`src/design/nll_pkg.sv`:
```
// ----------------------------------------------------------------------------
// Number literal lexer package
// Shared constants, parse phase encoding and state/result structures.
// ----------------------------------------------------------------------------
`default_nettype none

package nll_pkg;

    localparam int MAX_LEN = 255;
    localparam int LEN_W   = $clog2(MAX_LEN + 1);
    localparam int OUT_W   = 8;

    localparam logic [LEN_W-1:0] LEN_MAX = LEN_W'(MAX_LEN);

    localparam logic [1:0] ST_CONSUMED    = 2'd0;
    localparam logic [1:0] ST_COMPLETE    = 2'd1;
    localparam logic [1:0] ST_NOT_LITERAL = 2'd2;
    localparam logic [1:0] ST_MALFORMED   = 2'd3;

    typedef enum logic [3:0] {
        PH_START    = 4'd0,
        PH_SIGN     = 4'd1,
        PH_NAN_A    = 4'd2,
        PH_NAN_N    = 4'd3,
        PH_CNAN_A   = 4'd4,
        PH_CNAN_N   = 4'd5,
        PH_INF_N    = 4'd6,
        PH_INF_F    = 4'd7,
        PH_WORD_END = 4'd8,
        PH_SPACE_I  = 4'd9,
        PH_ZERO     = 4'd10,
        PH_MANT     = 4'd11,
        PH_EXP_SIGN = 4'd12,
        PH_EXP_DIG  = 4'd13,
        PH_DONE     = 4'd14
    } t_phase;

    typedef struct packed {
        t_phase           phase;
        logic [LEN_W-1:0] len;
        logic             hex;
        logic             pt;
        logic             expo;
        logic             imag;
        logic             mant;
        logic [LEN_W-1:0] int_end;
        logic [LEN_W-1:0] exp_start;
    } t_lex_state;

    typedef struct packed {
        logic [1:0]       status;
        logic [OUT_W-1:0] literal_length;
        logic             hex_form;
        logic             point_seen;
        logic             exponent_seen;
        logic             imaginary;
        logic [OUT_W-1:0] integral_end;
        logic [OUT_W-1:0] exponent_start;
    } t_result;

    localparam t_lex_state LEX_RESET = '{
        phase: PH_START, len: '0, hex: 1'b0, pt: 1'b0, expo: 1'b0,
        imag: 1'b0, mant: 1'b0, int_end: '0, exp_start: '0
    };

endpackage

`default_nettype wire

```
`src/design/number_literal_lexer.sv`:
```
// ----------------------------------------------------------------------------
// Number literal lexer
// Streaming recognizer that classifies one character request per cycle while not stalled.
// ----------------------------------------------------------------------------
// Each request carries one character or an end-of-text mark and yields exactly
// one result request with a status and the literal's running properties. The
// block takes a new request every cycle unless o_stall is high. A request is
// held in the input register, the combinational lexer state transition loads
// its result into the result register, and the receiver takes it from there.
// A result waiting under stall still lets one further request enter the input
// register; the input then stalls until the waiting result is taken.
`default_nettype none

module number_literal_lexer (
    input  logic       i_clk,
    input  logic       i_rst_n,
    input  logic       i_valid,
    output logic       o_stall,
    input  logic [7:0] i_ch,
    input  logic       i_end_of_text,
    output logic       o_valid,
    input  logic       i_stall,
    output logic [1:0] o_status,
    output logic [7:0] o_literal_length,
    output logic       o_hex_form,
    output logic       o_point_seen,
    output logic       o_exponent_seen,
    output logic       o_imaginary,
    output logic [7:0] o_integral_end,
    output logic [7:0] o_exponent_start
);
    import nll_pkg::*;

    logic       r_in_valid;
    logic [7:0] r_ch;
    logic       r_eot;
    t_lex_state r_state;
    t_lex_state n_state;
    t_result    n_res;
    t_result    r_res;
    logic       r_out_valid;
    logic       adv;
    logic       in_acc;

    nll_step u_step (
        .i_cur (r_state),
        .i_ch  (r_ch),
        .i_eot (r_eot),
        .o_nxt (n_state),
        .o_res (n_res)
    );

    assign adv     = r_in_valid && (!r_out_valid || !i_stall);
    assign o_stall = r_in_valid && r_out_valid && i_stall;
    assign in_acc  = i_valid && !o_stall;

    always_ff @(posedge i_clk) begin
        if (!i_rst_n) begin
            r_in_valid  <= 1'b0;
            r_out_valid <= 1'b0;
            r_state     <= LEX_RESET;
        end else begin
            if (in_acc) begin
                r_in_valid <= 1'b1;
            end else if (adv) begin
                r_in_valid <= 1'b0;
            end
            if (adv) begin
                r_out_valid <= 1'b1;
                r_state     <= n_state;
            end else if (!i_stall) begin
                r_out_valid <= 1'b0;
            end
        end
    end

    always_ff @(posedge i_clk) begin
        if (in_acc) begin
            r_ch  <= i_ch;
            r_eot <= i_end_of_text;
        end
        if (adv) begin
            r_res <= n_res;
        end
    end

    assign o_valid          = r_out_valid;
    assign o_status         = r_res.status;
    assign o_literal_length = r_res.literal_length;
    assign o_hex_form       = r_res.hex_form;
    assign o_point_seen     = r_res.point_seen;
    assign o_exponent_seen  = r_res.exponent_seen;
    assign o_imaginary      = r_res.imaginary;
    assign o_integral_end   = r_res.integral_end;
    assign o_exponent_start = r_res.exponent_start;

endmodule

`default_nettype wire

```
`src/design/nll_step.sv`:
```
// ----------------------------------------------------------------------------
// Number literal lexer step
// Combinational transition for one character: next lexer state and result.
// ----------------------------------------------------------------------------
`default_nettype none

module nll_step (
    input  nll_pkg::t_lex_state i_cur,
    input  logic [7:0]          i_ch,
    input  logic                i_eot,
    output nll_pkg::t_lex_state o_nxt,
    output nll_pkg::t_result    o_res
);
    import nll_pkg::*;

    logic [LEN_W-1:0] len_t;
    logic             is_dec;
    logic             is_hexl;
    logic [7:0]       ch_low;
    logic [7:0]       marker;
    logic [1:0]       st;
    t_lex_state       n;

    assign len_t   = (i_cur.len < LEN_MAX) ? i_cur.len + 1'b1 : i_cur.len;
    assign is_dec  = (i_ch >= "0") && (i_ch <= "9");
    assign is_hexl = ((i_ch >= "a") && (i_ch <= "f")) || ((i_ch >= "A") && (i_ch <= "F"));
    assign ch_low  = i_ch | 8'h20;
    assign marker  = i_cur.hex ? "p" : "e";

    always_comb begin
        n  = i_cur;
        st = ST_CONSUMED;
        unique case (i_cur.phase)
            PH_START, PH_SIGN: begin
                if (i_eot) begin
                    st = (i_cur.phase == PH_START) ? ST_NOT_LITERAL : ST_MALFORMED;
                end else if (i_cur.phase == PH_START && i_ch == "-") begin
                    n.len = len_t;
                    n.phase = PH_SIGN;
                end else if (i_ch == "n") begin
                    n.len = len_t;
                    n.phase = PH_NAN_A;
                end else if (i_ch == "N") begin
                    n.len = len_t;
                    n.phase = PH_CNAN_A;
                end else if (i_ch == "i") begin
                    n.len = len_t;
                    n.phase = PH_INF_N;
                end else if (i_ch == "0") begin
                    n.len = len_t;
                    n.int_end = len_t;
                    n.phase = PH_ZERO;
                end else if (is_dec) begin
                    n.len = len_t;
                    n.mant = 1'b1;
                    n.int_end = len_t;
                    n.phase = PH_MANT;
                end else if (i_ch == ".") begin
                    n.int_end = i_cur.len;
                    n.pt = 1'b1;
                    n.len = len_t;
                    n.phase = PH_MANT;
                end else begin
                    st = ST_NOT_LITERAL;
                end
            end
            PH_NAN_A, PH_NAN_N, PH_CNAN_A, PH_CNAN_N, PH_INF_N, PH_INF_F: begin
                if (i_eot) begin
                    st = ST_MALFORMED;
                end else begin
                    st = ST_MALFORMED;
                    case (i_cur.phase)
                        PH_NAN_A: if (i_ch == "a") begin
                            st = ST_CONSUMED;
                            n.phase = PH_NAN_N;
                        end
                        PH_NAN_N: if (i_ch == "n") begin
                            st = ST_CONSUMED;
                            n.phase = PH_WORD_END;
                        end
                        PH_CNAN_A: if (i_ch == "a") begin
                            st = ST_CONSUMED;
                            n.phase = PH_CNAN_N;
                        end
                        PH_CNAN_N: if (i_ch == "N") begin
                            st = ST_CONSUMED;
                            n.phase = PH_WORD_END;
                        end
                        PH_INF_N: if (i_ch == "n") begin
                            st = ST_CONSUMED;
                            n.phase = PH_INF_F;
                        end
                        PH_INF_F: if (i_ch == "f") begin
                            st = ST_CONSUMED;
                            n.phase = PH_WORD_END;
                        end
                        default: st = ST_MALFORMED;
                    endcase
                    if (st == ST_CONSUMED) begin
                        n.len = len_t;
                    end
                end
            end
            PH_WORD_END: begin
                if (!i_eot && i_ch == " ") begin
                    n.len = len_t;
                    n.phase = PH_SPACE_I;
                end else begin
                    st = ST_COMPLETE;
                end
            end
            PH_SPACE_I: begin
                if (!i_eot && i_ch == "i") begin
                    n.imag = 1'b1;
                    n.len = len_t;
                    n.phase = PH_DONE;
                end else begin
                    st = ST_MALFORMED;
                end
            end
            PH_ZERO, PH_MANT: begin
                if (i_cur.phase == PH_ZERO && i_eot) begin
                    st = ST_COMPLETE;
                end else if (i_cur.phase == PH_ZERO && ch_low == "x") begin
                    n.hex = 1'b1;
                    n.int_end = '0;
                    n.len = len_t;
                    n.phase = PH_MANT;
                end else begin
                    n.phase = PH_MANT;
                    if (i_cur.phase == PH_ZERO) begin
                        n.mant = 1'b1;
                    end
                    if (i_eot) begin
                        st = n.mant ? ST_COMPLETE : ST_MALFORMED;
                    end else if (is_dec || (i_cur.hex && is_hexl)
                                 || (!i_cur.pt && i_ch == ".")) begin
                        if (i_ch == ".") begin
                            n.pt = 1'b1;
                        end
                        n.mant = 1'b1;
                        n.len = len_t;
                        if (!n.pt) begin
                            n.int_end = len_t;
                        end
                    end else if (!n.mant) begin
                        st = ST_MALFORMED;
                    end else if (ch_low == marker) begin
                        n.expo = 1'b1;
                        n.len = len_t;
                        n.exp_start = len_t;
                        n.phase = PH_EXP_SIGN;
                    end else if (i_ch == "i") begin
                        n.imag = 1'b1;
                        n.len = len_t;
                        n.phase = PH_DONE;
                    end else begin
                        st = ST_COMPLETE;
                    end
                end
            end
            PH_EXP_SIGN, PH_EXP_DIG: begin
                n.phase = PH_EXP_DIG;
                if (i_eot) begin
                    st = ST_COMPLETE;
                end else if (i_cur.phase == PH_EXP_SIGN && (i_ch == "+" || i_ch == "-")) begin
                    n.len = len_t;
                end else if (is_dec) begin
                    n.len = len_t;
                end else if (i_ch == "i") begin
                    n.imag = 1'b1;
                    n.len = len_t;
                    n.phase = PH_DONE;
                end else begin
                    st = ST_COMPLETE;
                end
            end
            PH_DONE: begin
                st = ST_COMPLETE;
            end
            default: begin
                st = ST_NOT_LITERAL;
            end
        endcase
    end

    always_comb begin
        o_nxt  = (st == ST_CONSUMED) ? n : LEX_RESET;
        o_res  = '0;
        o_res.status = st;
        if (st == ST_CONSUMED || st == ST_COMPLETE) begin
            o_res.literal_length = OUT_W'(n.len);
            o_res.hex_form       = n.hex;
            o_res.point_seen     = n.pt;
            o_res.exponent_seen  = n.expo;
            o_res.imaginary      = n.imag;
            o_res.integral_end   = OUT_W'(n.int_end);
            o_res.exponent_start = OUT_W'(n.exp_start);
        end
    end

endmodule

`default_nettype wire

```
`config.mk`:
```
export PLATFORM = sky130hd
export DESIGN_NAME = number_literal_lexer
export DESIGN_NICKNAME = d
export VERILOG_FILES = /design/src/design/nll_pkg.sv /design/src/design/number_literal_lexer.sv /design/src/design/nll_step.sv
export SDC_FILE = /design/constraint.sdc
export NUM_CORES = 1
export LEC_CHECK = 0
export BUFFER_PORTS_ARGS = -buffer_cell sky130_fd_sc_hd__buf_2
export CORE_ASPECT_RATIO = 0.8
export CORE_MARGIN = 2
export CORE_UTILIZATION = 28
export DETAILED_ROUTE_END_ITERATION = 8
export PLACE_DENSITY_LB_ADDON = 0.1
export SYNTH_ARGS = -nofsm -noshare
export SYNTH_HDL_FRONTEND = slang
export SYNTH_SLANG_ARGS = --single-unit
export TNS_END_PERCENT = 100
```
`constraint.sdc`:
```
create_clock -name i_clk -period 2.77 [get_ports i_clk]
set_clock_uncertainty 0.2 [all_clocks]
set_input_delay 0.6925 -clock i_clk [delete_from_list [all_inputs] [get_ports i_clk]]
set_output_delay 0.6925 -clock i_clk [all_outputs]
set_load 0.01 [all_outputs]
```
# Word level (Yosys, flattened, before mapping)

Cells that the tools add are included.

Bitwise logic cells: 0
$lt $le $gt $ge: 7
Multiplexer cells: 125
Div/mod/pow operators: 0
Reductions and logical operators: 38
Shifts and indexed selects: 0
Equal/unequal tests: 50
$add $sub $neg: 1
Multipliers: 0

Operators with widths:

| kind                                                                                 | number |
|---|---|
| 12-bit 2-to-1 mux                                                                    | 15 |
| 8-bit 2-to-1 mux                                                                     | 15 |
| 12-bit case mux with 6 select lines                                                  | 1 |
| 33-bit 2-to-1 mux                                                                    | 2 |
| 2-bit 2-to-1 mux                                                                     | 27 |
| 9-bit 2-to-1 mux                                                                     | 6 |
| 8-bit by 6-bit == test with 1-bit output (second input constant)                     | 5 |
| 8-bit by 7-bit == test with 1-bit output (second input constant)                     | 5 |
| 4-bit 2-to-1 mux                                                                     | 10 |
| 1-bit 2-to-1 mux                                                                     | 38 |
| 3-bit != test (second input constant)                                                | 10 |
| 4-bit == test (second input constant)                                                | 7 |
| 4-bit by 3-bit != test with 1-bit output (second input constant)                     | 6 |
| 4-bit case mux with 6 select lines                                                   | 1 |
| 11-bit 2-to-1 mux                                                                    | 2 |
| 20-bit 2-to-1 mux                                                                    | 1 |
| 9-bit case mux with 2 select lines                                                   | 1 |
| 4-bit by 3-bit == test with 1-bit output (second input constant)                     | 4 |
| 8-bit by 7-bit greater-or-equal comparator with 1-bit output (second input constant) | 2 |
| 8-bit by 7-bit less-or-equal comparator with 1-bit output (second input constant)    | 2 |
| 1-bit logical AND                                                                    | 15 |
| 15-bit AND reduction                                                                 | 1 |
| 2-bit case mux with 7 select lines                                                   | 1 |
| 11-bit AND reduction                                                                 | 1 |
| 26 further kinds                                                                     | 43 |

Output and inout bits: 32
Input port bits: 13
Bits in writable memories: 0
Logic and storage cells: 242
Memory bits (read-only): 0
Bits in latches: 0
Register bits after elaboration: 74
Memories kept: 0

# Longest topological paths before layout

Gate-level depths: netlist (run 1).

Depth in word-level cells: 18
Gate-level depth with buffers: 11
Depth with buffers taken out: 9

# By module

From an unflattened synthesis (run 1), not the netlist that was laid out.

Cells, all modules: 700
Area total of the unflattened synthesis: 5815.6 µm²

Modules (own cells, without submodules):

| module               | area an instance (µm²) | instances | cells each | seq. area each (µm²) |
|---|---|---|---|---|
| nll_step             | 3206.8                 | 1         | 509        | 0.0 |
| number_literal_lexer | 2608.8                 | 1         | 191        | 1871.8 |

# Worst setup path before layout (run 1)

No wires, ideal clock.

Kind: flip-flop to flip-flop
Start point: register r_ch[4]
End point: register r_res (netlist bit o_literal_length[0]) (data pin)
Arrival: 2.476 ns
Buffers on the path: 2
Data required time: 2.316 ns
Clock period less this slack: 2.930 ns
Setup slack: -0.160 ns
Stages on the path, launching flop included: 11
Setup time: 0.254 ns
Cell sequence: edfxtp_1 > buf_2 > and4bb_2 > o211ai_1 > a21oi_2 > o31ai_1 > or3b_1 > buf_6 > o31ai_2 > a2111o_1 > and2b_1

RTL lines:

| what                   | RTL line                   | source |
|---|---|---|
| from (decl)            | number_literal_lexer.sv:35 | `logic [7:0] r_ch;` |
| from (signal assigned) | number_literal_lexer.sv:79 | `r_ch <= i_ch;` |
| to (signal assigned)   | number_literal_lexer.sv:83 | `r_res <= n_res;` |
| to (decl)              | number_literal_lexer.sv:40 | `t_result r_res;` |

# Final worst setup path (run 1)

Start point: register r_ch[3]
End point: register r_res (netlist bit o_literal_length[5]) (data pin)

Word-level cells in the longest chain between the ends: 13
Elaborated cells on any way between the ends: 89
Those cells by class: order compare: 6; eq/ne: 13; mux: 53; reduce/logical: 17

Ends and longest elaborated chain:

| what |
|---|
| parallel branches: the longest is 13 deep, another holds 8-bit by 6-bit greater-or-equal comparator with 1-bit output |

Parallel ways; which one is timed is not known. The select of a mux whose other input is x is not followed.
A chain may end at the register's enable or synchronous reset.

==> results.json, run 1 <==
{
  "status": "complete, but fails checks",
  "violations": "setup timing",
  "synthTopCellsByArea": "edfxtp_1 (24%), dfxtp_1 (14%), nand2_1 (4.9%), nor2_1 (3.6%), a21oi_1 (3.2%)",
  "via_count": 5503,
  "ys_warn_count": 0,
  "vdd_ir_drop_max_v": 0.000281,
  "min_path_type": "reg2reg",
  "first_pass_iters": 5,
  "first_global_vias": 5180,
  "die_w_um": 151,
  "globalRouteTotalUtil": 0.228,
  "leakage_nw": 2.94,
  "synth_nets": 575,
  "postSynthAreaPerCell_um2": 8.65,
  "drive_gt1_frac": 0.481,
  "cts_sinks": 74,
  "clkSlewWorstSetupHoldPaths_ns": 0.07,
  "grt_overflow": 0,
  "final.setup.worst_slack_ns": -0.289,
  "initial_core_util": 0.283,
  "io_buffers": 44,
  "grt_max_degree": 33,
  "dp_worst_setup_slack_ns": -0.362,
  "area.growth.synth_to_final_pct": 61.3,
  "htreeDepth": 3,
  "syn_area_um2": 4850,
  "synth_seq_area_share": 0.386,
  "synth.distinct_cells": 84,
  "die_area_um2": 18400,
  "setup_violations": 58,
  "wirelength_um": 20800,
  "slew_viol_final": 0,
  "grt_pass1_wl_um": 31100,
  "drv_cap": 0,
  "max_stage_delay_ns": 0.50,
  "min_period_over_period": 1.10,
  "hold_viol_final": 0,
  "synth.most_common_cell": "nand2_1",
  "rsz0062_at_grt": "yes",
  "path_buf_inv": 2,
  "crit_fanout": 5,
  "cpMostUsedCell": "o31ai_4",
  "place_congestion": 0.945,
  "cts-root-buf": "clkbuf_16",
  "antenna_found_initial": 1,
  "critPathTopFamily": "simple AND/OR/NAND/NOR gates",
  "path_class": "reg2reg",
  "clk_latency_ns": 0.35,
  "async_reset_ff_frac": 0,
  "die_y_um": 122,
  "fmax_mhz": 327,
  "synth_ff_type": "edfxtp_1",
  "routed_via_density": 5.41,
  "row_count": 43,
  "tightest_slew_ns": 0.807,
  "core_region_area_um2": 17200,
  "crit_chain": "buf_6, or4_4, o31ai_4, buf_4, o31ai_4, or3b_4, nor2_8, mux2i_2, nor2_1",
  "cp_slowest_cell": "or3b_4",
  "drcViolationCount": 0,
  "worstPathArrival_ns": 2.97,
  "r2r_slack_ns": -0.29,
  "place_hpwl_um": 15200,
  "ys_top_cells_by_count": "nand2_1 (63), nor2_1 (47), edfxtp_1 (39), dfxtp_1 (35), a21oi_1 (31)",
  "synth_edf_count": 39,
  "crit_required_ns": 2.68,
  "synth_top_cell_by_area": "edfxtp_1",
  "n_fill_cell": 1653,
  "ys_ff_latch": 74,
  "power_density_nw_per_um2": 342,
  "diodes": 0,
  "drtIter0Drc": 568,
  "synth_cells": 561,
  "cts_made_buffers": 9,
  "fin_crit_ns": 3.06,
  "wl_per_cell_um": 20.5,
  "critPathCaptureType": "flip-flop",
  "cts_hold_buffers": 0,
  "nets": 801,
  "synth_top_area_frac": 0.241,
  "start_kind": "flip-flop",
  "ios": 45,
  "slew_headroom": 0.456,
  "cts_tree": "yes",
  "clk_path_buf_depth": 2,
  "final_util": 0.456,
  "postRouteAntennaNets": 0
}
power breakdown:
| group | switching [mW] | internal [mW] | leakage (nW) | total [mW] |
|---|---|---|---|---|
| clock network | 0.541 | 0.623 | 0.131 | 1.16 |
| registers | 0.0131 | 1.18 | 0.645 | 1.19 |
| logic | 0.176 | 0.142 | 2.16 | 0.318 |
placed cells by master (no fill, tap or decap), types with 5 or more instances in the layout:
master,count
nand2_1,61
nand2b_1,6
a21oi_2,11
buf_2,44
and3_1,6
o21a_1,8
nor2_4,7
buf_4,179
inv_1,11
nand4_1,5
nor2_1,34
nor2_2,6
nor3_1,10
edfxtp_1,39
o21ai_0,15
nor2b_1,10
o21ai_1,13
nand3_1,23
o211ai_1,8
o21ai_2,5
nand3_4,5
clkbuf_16,11
buf_6,20
dfxtp_1,35
a22o_1,16
nor3_4,5
a21oi_1,20
a31oi_1,12
tightest hold or removal path: stages (launching register included):
cell and delay (ns):
dfxtp_1 0.31, nand2_1 0.07, o21ai_2 0.05
layout make-up:
class	instances	area [um^2]	share of cell area
clock buffers	9	225	0.0288
clock inverters	7	60.1	0.00767
inverters	13	51.3	0.00655
multi-input cells	434	3320	0.424
flip-flops and latches	74	1870	0.239
well taps	225	282	0.0360
repair buffers	255	2020	0.258
logic make-up (layout without fill, tap and decap cells):
family                   count (synthesis)  after routing  synth area share
AND/OR/NAND/NOR                        241            241             0.277
AO/OA/AOI/OAI                          181            181             0.263
flip-flops                              74             74             0.386
buffers and inverters                   53            284            0.0492
multiplexers                             7              7            0.0149
XOR/XNOR                                 4              4           0.00722
adder cells (fa/ha/maj)                  1              1           0.00258
through the flow:
| stage | TNS (ns) | total power [mW] | cells | hold WS [ns] | instance area, um^2 |
|---|---|---|---|---|---|
| after global placement | -9.46 | 1.45 | 962 | 0.239 | 6490 |
| after CTS | -4.11 | 2.67 | 1000 | 0.253 | 7230 |
| final | -8.08 | 2.67 | 1017 | 0.271 | 7830 |
| after floorplan | -0.121 | 1.34 | 561 | 0.226 | 4870 |
| after detailed placement | -10.41 | 1.46 | 962 | 0.247 | 6490 |
| after global routing | -13.04 | 2.78 | 1017 | 0.278 | 7830 |
registers in the layout (all words and copies together), names as in the netlist, 2 cells and up:
signal and flops:
r_ch 8, o_exponent_start 8, r_state 33, o_status 2
o_integral_end 8, o_literal_length 8
final timing paths:
kind / startpoint / endpoint / cells after the start
hold reg to reg: r_state[11]$_SDFFE_PN0P_ / r_state[11]$_SDFFE_PN0P_ / 2
hold / removal: r_state[11]$_SDFFE_PN0P_ / r_state[11]$_SDFFE_PN0P_ / 2
setup / recovery: r_ch[3]$_DFFE_PP_ / o_literal_length[5]$_SDFFCE_PN0P_ / 9
setup reg to reg: r_ch[3]$_DFFE_PP_ / o_literal_length[5]$_SDFFCE_PN0P_ / 9
per-layer routing:
metal | vias up | global-route usage | share of wire
li1 | 2587 | - | -
met1 | 2656 | 0.348 | 0.50
met2 | 229 | 0.309 | 0.40
met3 | 31 | 0.0652 | 0.082
met4 | 0 | 0.0607 | 0.018
met5 | - | 0 | 0
repair_timing:
action	4_1_cts	5_1_grt
endpoints found under the hold margin	0	0
gates resized for setup	57	107
buffers inserted	21	15
pin swaps	13	56
cloned	2	2
setup endpoints to repair	57	62
No activity file was read; power rests on OpenSTA's default activity.
==> run 2: changes to the inputs <==
--- a/config.mk
+++ b/config.mk
@@ -13,2 +13,3 @@
 export PLACE_DENSITY_LB_ADDON = 0.1
+export REMOVE_ABC_BUFFERS = 1
 export SYNTH_ARGS = -nofsm -noshare
--- a/constraint.sdc
+++ b/constraint.sdc
@@ -4,2 +4,2 @@
 set_output_delay 0.6925 -clock i_clk [all_outputs]
-set_load 0.01 [all_outputs]
+set_load 0.005 [all_outputs]
==> results.json, run 2 (synthesis gave the netlist of run 1 again) <==
{
  "fin_crit_ns": 2.96,
  "dp_worst_setup_slack_ns": -0.322,
  "reg2reg_to": "o_literal_length[0]$_SDFFCE_PN0P_",
  "final.setup.tns_ns": -2.30,
  "endpoint": "o_literal_length[0]$_SDFFCE_PN0P_",
  "whs_ns": 0.272,
  "die_w_um": 151,
  "wirelength_um": 19700,
  "drcViolationCount": 0,
  "clk_path_buf_depth": 2,
  "core_region_area_um2": 17200,
  "power.total_mw": 2.73,
  "htreeDepth": 3,
  "place_congestion": 0.925,
  "largest_register_ffs": 33,
  "min_path_type": "reg2reg",
  "mostFrequentLayoutCells": "buf_4 (175), nand2_1 (60), buf_2 (45)",
  "nets": 784,
  "min_period_over_period": 1.07,
  "power.internal_mw": 2.04,
  "initial_core_util": 0.283,
  "worstPathArrival_ns": 2.87,
  "p_comb_frac": 0.102,
  "area.growth.synth_to_final_pct": 55.3,
  "r2r_slack_ns": -0.19,
  "postRouteAntennaNets": 0,
  "p_switching_mw": 0.693,
  "slew_viol_final": 0,
  "final_common_cell": "buf_4",
  "max_stage_delay_ns": 0.54,
  "registers.top_by_ff_count": "r_state",
  "critPathTopFamily": "compound AO/OA/AOI/OAI gates",
  "rsz0062_at_grt": "yes",
  "post_dp_cell_area_um2": 6460,
  "slew_headroom": 0.497,
  "setup_violations": 32,
  "path_buf_inv": 2,
  "final.setup.worst_slack_ns": -0.190,
  "power_density_nw_per_um2": 363,
  "multi_input_area_um2": 3190,
  "routed_via_density": 5.38,
  "critPathCaptureType": "flip-flop",
  "antenna_found_initial": 1,
  "first_global_vias": 5157,
  "hold_viol_final": 0,
  "place_hpwl_um": 14500,
  "start_kind": "flip-flop",
  "drive_gt1_frac": 0.465,
  "leakage_nw": 2.86,
  "design_area_um2": 7540,
  "io_buffers": 44,
  "crit_chain": "buf_2, or4_4, o31ai_4, buf_4, o211a_1, o2111a_1, o31ai_2, a2111o_1, and2b_1",
  "grt_overflow": 0,
  "crit_required_ns": 2.68,
  "grt_pass1_wl_um": 30400,
  "setup.worst_path.start": "r_ch[0]$_DFFE_PP_",
  "diodes": 0,
  "cp_slowest_cell": "or4_4",
  "ios": 45,
  "tightest_slew_ns": 0.747,
  "wl_per_cell_um": 19.7,
  "die_area_um2": 18400,
  "ff2ff_path_depth": 9,
  "path_depth": 9,
  "cts_tree": "yes",
  "r2r_start": "r_ch[0]$_DFFE_PP_",
  "regArea_um2": 1870,
  "row_count": 43,
  "vdd_ir_drop_max_v": 0.000271,
  "cts-root-buf": "clkbuf_16",
  "path_class": "reg2reg",
  "first_pass_iters": 5,
  "cts_sinks": 74,
  "drv_cap": 0,
  "hp-start": "r_state[11]$_SDFFE_PN0P_",
  "clkSlewWorstSetupHoldPaths_ns": 0.08,
  "globalRouteTotalUtil": 0.221,
  "fmax_mhz": 338,
  "violations": "setup timing",
  "power_frac_seq": 0.437,
  "status": "complete, but fails checks",
  "power_frac_clock": 0.461,
  "die_y_um": 122,
  "n_fill_cell": 1701,
  "via_count": 5378,
  "crit_fanout": 3,
  "grt_max_degree": 39,
  "p_sw_frac": 0.254,
  "clk_latency_ns": 0.36,
  "cts_made_buffers": 9,
  "drtIter0Drc": 520
}
-- run 2: cell count changes in the layout (fill, tap and decap cells not counted), sizes merged --
| cell | before | now |
|---|---|---|
| buf | 252 | 237 |
| bufinv | 0 | 1 |
| clkbuf | 12 | 11 |
| clkinv | 1 | 2 |
| clkinvlp | 3 | 1 |
| inv | 16 | 15 |
-- run 2: worst min-delay path by stage --
stage / to / slack (ns) / cells past startpoint
after global routing: r_state[11]$_SDFFE_PN0P_ / 0.29 / 2
after CTS: r_state[11]$_SDFFE_PN0P_ / 0.26 / 2
after global placement: r_state[8]$_SDFFE_PN0P_ / 0.24 / 2
after floorplan: r_state[11]$_SDFFE_PN0P_ / 0.23 / 2
after detailed placement: r_state[11]$_SDFFE_PN0P_ / 0.24 / 2
final: r_state[11]$_SDFFE_PN0P_ / 0.27 / 2
-- run 2: through the flow --
| stage | cells | util |
|---|---|---|
| 3_3_place_gp | 954 | 0.376 |
| 4_1_cts | 988 | 0.419 |
| 6_report | 1000 | 0.439 |
| 3_5_place_dp | 954 | 0.376 |
| 2_1_floorplan | 521 | - |
| 5_1_grt | 1000 | 0.439 |
-- run 2: cell type report --
cell class	count	share of cell area
clock inverter	6	0.00963
inverter	13	0.00681
timing repair buffer	238	0.243
tap	225	0.0374
sequential	74	0.249
clock buffer	10	0.0317
multi-input combinational	434	0.423
-- run 2: power by group through the flow --
stage               clock network, mW  registers [mW]  logic [mW]
floorplan                           0            1.23      0.0831
global placement                    0            1.22       0.226
detailed placement                  0            1.22       0.224
CTS                              1.29            1.19       0.256
global route                     1.33            1.20       0.301
finish                           1.26            1.19       0.279
-- run 2: timing repair --
action / in CTS / in global routing
setup buffers: 17 / 13
cloned: 1 / 1
endpoints found under the hold margin: 0 / 0
pin swaps: 40 / 21
hold buffers: 0 / 0
gates resized for setup: 71 / 60
endpoints found under the setup margin: 55 / 62
-- run 2: worst reg2reg max path: stages (launching register included) --
cell,delay [ns]
edfxtp_1,0.43
buf_2,0.15
or4_4,0.54
o31ai_4,0.26
buf_4,0.17
o211a_1,0.15
o2111a_1,0.20
o31ai_2,0.07
a2111o_1,0.38
and2b_1,0.18
-- run 2: layer usage --
metal / global-route usage / share of wire / up-vias
met5: 0 / 0 / -
met4: 0.0491 / 0.016 / 0
met3: 0.0562 / 0.075 / 22
met2: 0.301 / 0.40 / 208
met1: 0.342 / 0.51 / 2591
li1: - / - / 2557
==> run 3: changes to the inputs <==
Settings changed: CORE_ASPECT_RATIO 0.8 to default.
==> results.json, run 3 (synthesis gave the netlist of run 1 again) <==
{
  "status": "complete, but fails checks",
  "violations": "setup timing",
  "fin_crit_ns": 2.97,
  "wirelength_um": 19700,
  "rsz0062_at_grt": "yes",
  "cts_sinks": 74,
  "design_area_um2": 7660,
  "crit_fanout": 6,
  "power_density_nw_per_um2": 351,
  "initial_core_util": 0.284,
  "drv_cap": 0,
  "globalRouteTotalUtil": 0.218,
  "htreeDepth": 3,
  "routed_via_density": 5.31,
  "n_fill_cell": 1690,
  "first_pass_iters": 5,
  "multi_input_area_um2": 3320,
  "first_global_vias": 5232,
  "mostFrequentLayoutCells": "buf_4 (162), nand2_1 (57), nor2_1 (44), buf_2 (44), edfxtp_1 (39)",
  "regArea_um2": 1870,
  "grt_max_degree": 30,
  "hp-start": "r_state[11]$_SDFFE_PN0P_",
  "grt_pass1_wl_um": 30400,
  "hold_depth": 2,
  "die_w_um": 136,
  "antenna_found_initial": 0,
  "drtIter0Drc": 445,
  "drcViolationCount": 0,
  "cts-root-buf": "clkbuf_16",
  "row_count": 48,
  "final.setup.worst_slack_ns": -0.199,
  "setup_violations": 40,
  "via_count": 5304,
  "start_kind": "flip-flop",
  "final_util": 0.447,
  "io_buffers": 44,
  "fmax_mhz": 337,
  "crit_required_ns": 2.67,
  "hold_viol_final": 0,
  "drive_gt1_frac": 0.468,
  "die_area_um2": 18400,
  "min_path_type": "reg2reg",
  "cts_made_buffers": 9,
  "cp_slowest_cell": "edfxtp_1",
  "wl_per_cell_um": 19.7,
  "leakage_nw": 2.92,
  "place_congestion": 0.948,
  "cpMostUsedCell": "buf_4",
  "largest_register_ffs": 33,
  "final_common_cell": "buf_4",
  "path_buf_inv": 3,
  "cts_tree": "yes",
  "path_class": "reg2reg",
  "place_hpwl_um": 14600,
  "slew_viol_final": 0,
  "max_stage_delay_ns": 0.51,
  "clk_path_buf_depth": 2,
  "post_dp_cell_area_um2": 6400,
  "die_y_um": 136,
  "area.growth.synth_to_final_pct": 57.8,
  "reg2reg_to": "o_literal_length[1]$_SDFFCE_PN0P_",
  "dp.cells": 953,
  "registers.top_by_ff_count": "r_state",
  "min_period_over_period": 1.07,
  "critPathTopFamily": "simple AND/OR/NAND/NOR gates",
  "clkSlewWorstSetupHoldPaths_ns": 0.06,
  "ff2ff_path_depth": 11,
  "tightest_slew_ns": 0.706,
  "worstPathArrival_ns": 2.87,
  "hold_path_end": "r_state[11]$_SDFFE_PN0P_",
  "postRouteAntennaNets": 0,
  "layoutNonFillerInstCount": 999,
  "clk_latency_ns": 0.35,
  "slew_headroom": 0.525,
  "r2r_start": "r_ch[4]$_DFFE_PP_",
  "grt_overflow": 0,
  "critPathCaptureType": "flip-flop",
  "vdd_ir_drop_max_v": 0.000288,
  "crit_chain": "buf_4, and4bb_2, o211ai_1, buf_4, nand2_2, or4_1, nand4b_1, nand4_1, a21oi_2, buf_4, nor2_2",
  "nets": 782,
  "ios": 45,
  "r2r_slack_ns": -0.20,
  "core_region_area_um2": 17100,
  "path_depth": 11
}
## run 3: timing repair
item / in CTS / in global routing
cloned: 0 / 1
pin swaps: 41 / 38
endpoints found under the setup margin: 62 / 63
setup buffers: 17 / 15
resized for setup: 59 / 99
hold buffers: 0 / 0
## run 3: worst max path at each step
stage	startpoint	endpoint	slack [ns]
floorplan	r_state[30]$_SDFFE_PN0P_	o_literal_length[0]$_SDFFCE_PN0P_	-0.39
global placement	r_ch[2]$_DFFE_PP_	o_literal_length[2]$_SDFFCE_PN0P_	-0.47
detailed placement	r_ch[1]$_DFFE_PP_	o_literal_length[0]$_SDFFCE_PN0P_	-0.41
CTS	r_ch[4]$_DFFE_PP_	o_literal_length[0]$_SDFFCE_PN0P_	-0.20
global route	r_ch[4]$_DFFE_PP_	o_literal_length[5]$_SDFFCE_PN0P_	-0.28
finish	r_ch[4]$_DFFE_PP_	o_literal_length[1]$_SDFFCE_PN0P_	-0.20
## run 3: metrics by stage
| stage | total power, mW | worst slack, ns | setup TNS (ns) | hold WS [ns] |
|---|---|---|---|---|
| floorplan | 1.31 | -0.390 | -7.90 | 0.226 |
| global placement | 1.44 | -0.473 | -15.31 | 0.242 |
| detailed placement | 1.45 | -0.412 | -13.45 | 0.243 |
| CTS | 2.67 | -0.205 | -5.15 | 0.254 |
| global route | 2.79 | -0.279 | -8.08 | 0.270 |
| finish | 2.69 | -0.199 | -4.31 | 0.257 |
## run 3: final cells by class
class	count	share of cell area
inverter	13	0.00637
sequential	74	0.245
antenna	1	0.000327
clock buffer	10	0.0299
clock inverter	6	0.00833
tap	225	0.0368
multi-input combinational	434	0.434
timing repair buffer	236	0.240
## run 3: worst reg2reg max path: stages (launching register included)
cell and delay, ns:
edfxtp_1 0.51, buf_4 0.19, and4bb_2 0.21, o211ai_1 0.30, buf_4 0.20, nand2_2 0.06
or4_1 0.46, nand4b_1 0.15, nand4_1 0.13, a21oi_2 0.15, buf_4 0.14, nor2_2 0.04
## run 3: report_power, final
part           switching (mW)  total (mW)  leakage [nW]  internal (mW)
registers              0.0173        1.20         0.646           1.18
clock network           0.488        1.19         0.147          0.700
logic                   0.162       0.300          2.13          0.138
total                   0.667        2.69          2.92           2.02
## run 3: layer usage
metal  GRT usage  vias to the layer above  wire (um)
met4      0.0694                        0        306
met1       0.303                     2601       9330
met5           0                        -          0
li1            -                     2550          -
met3      0.0311                       17        747
met2       0.349                      136       9310
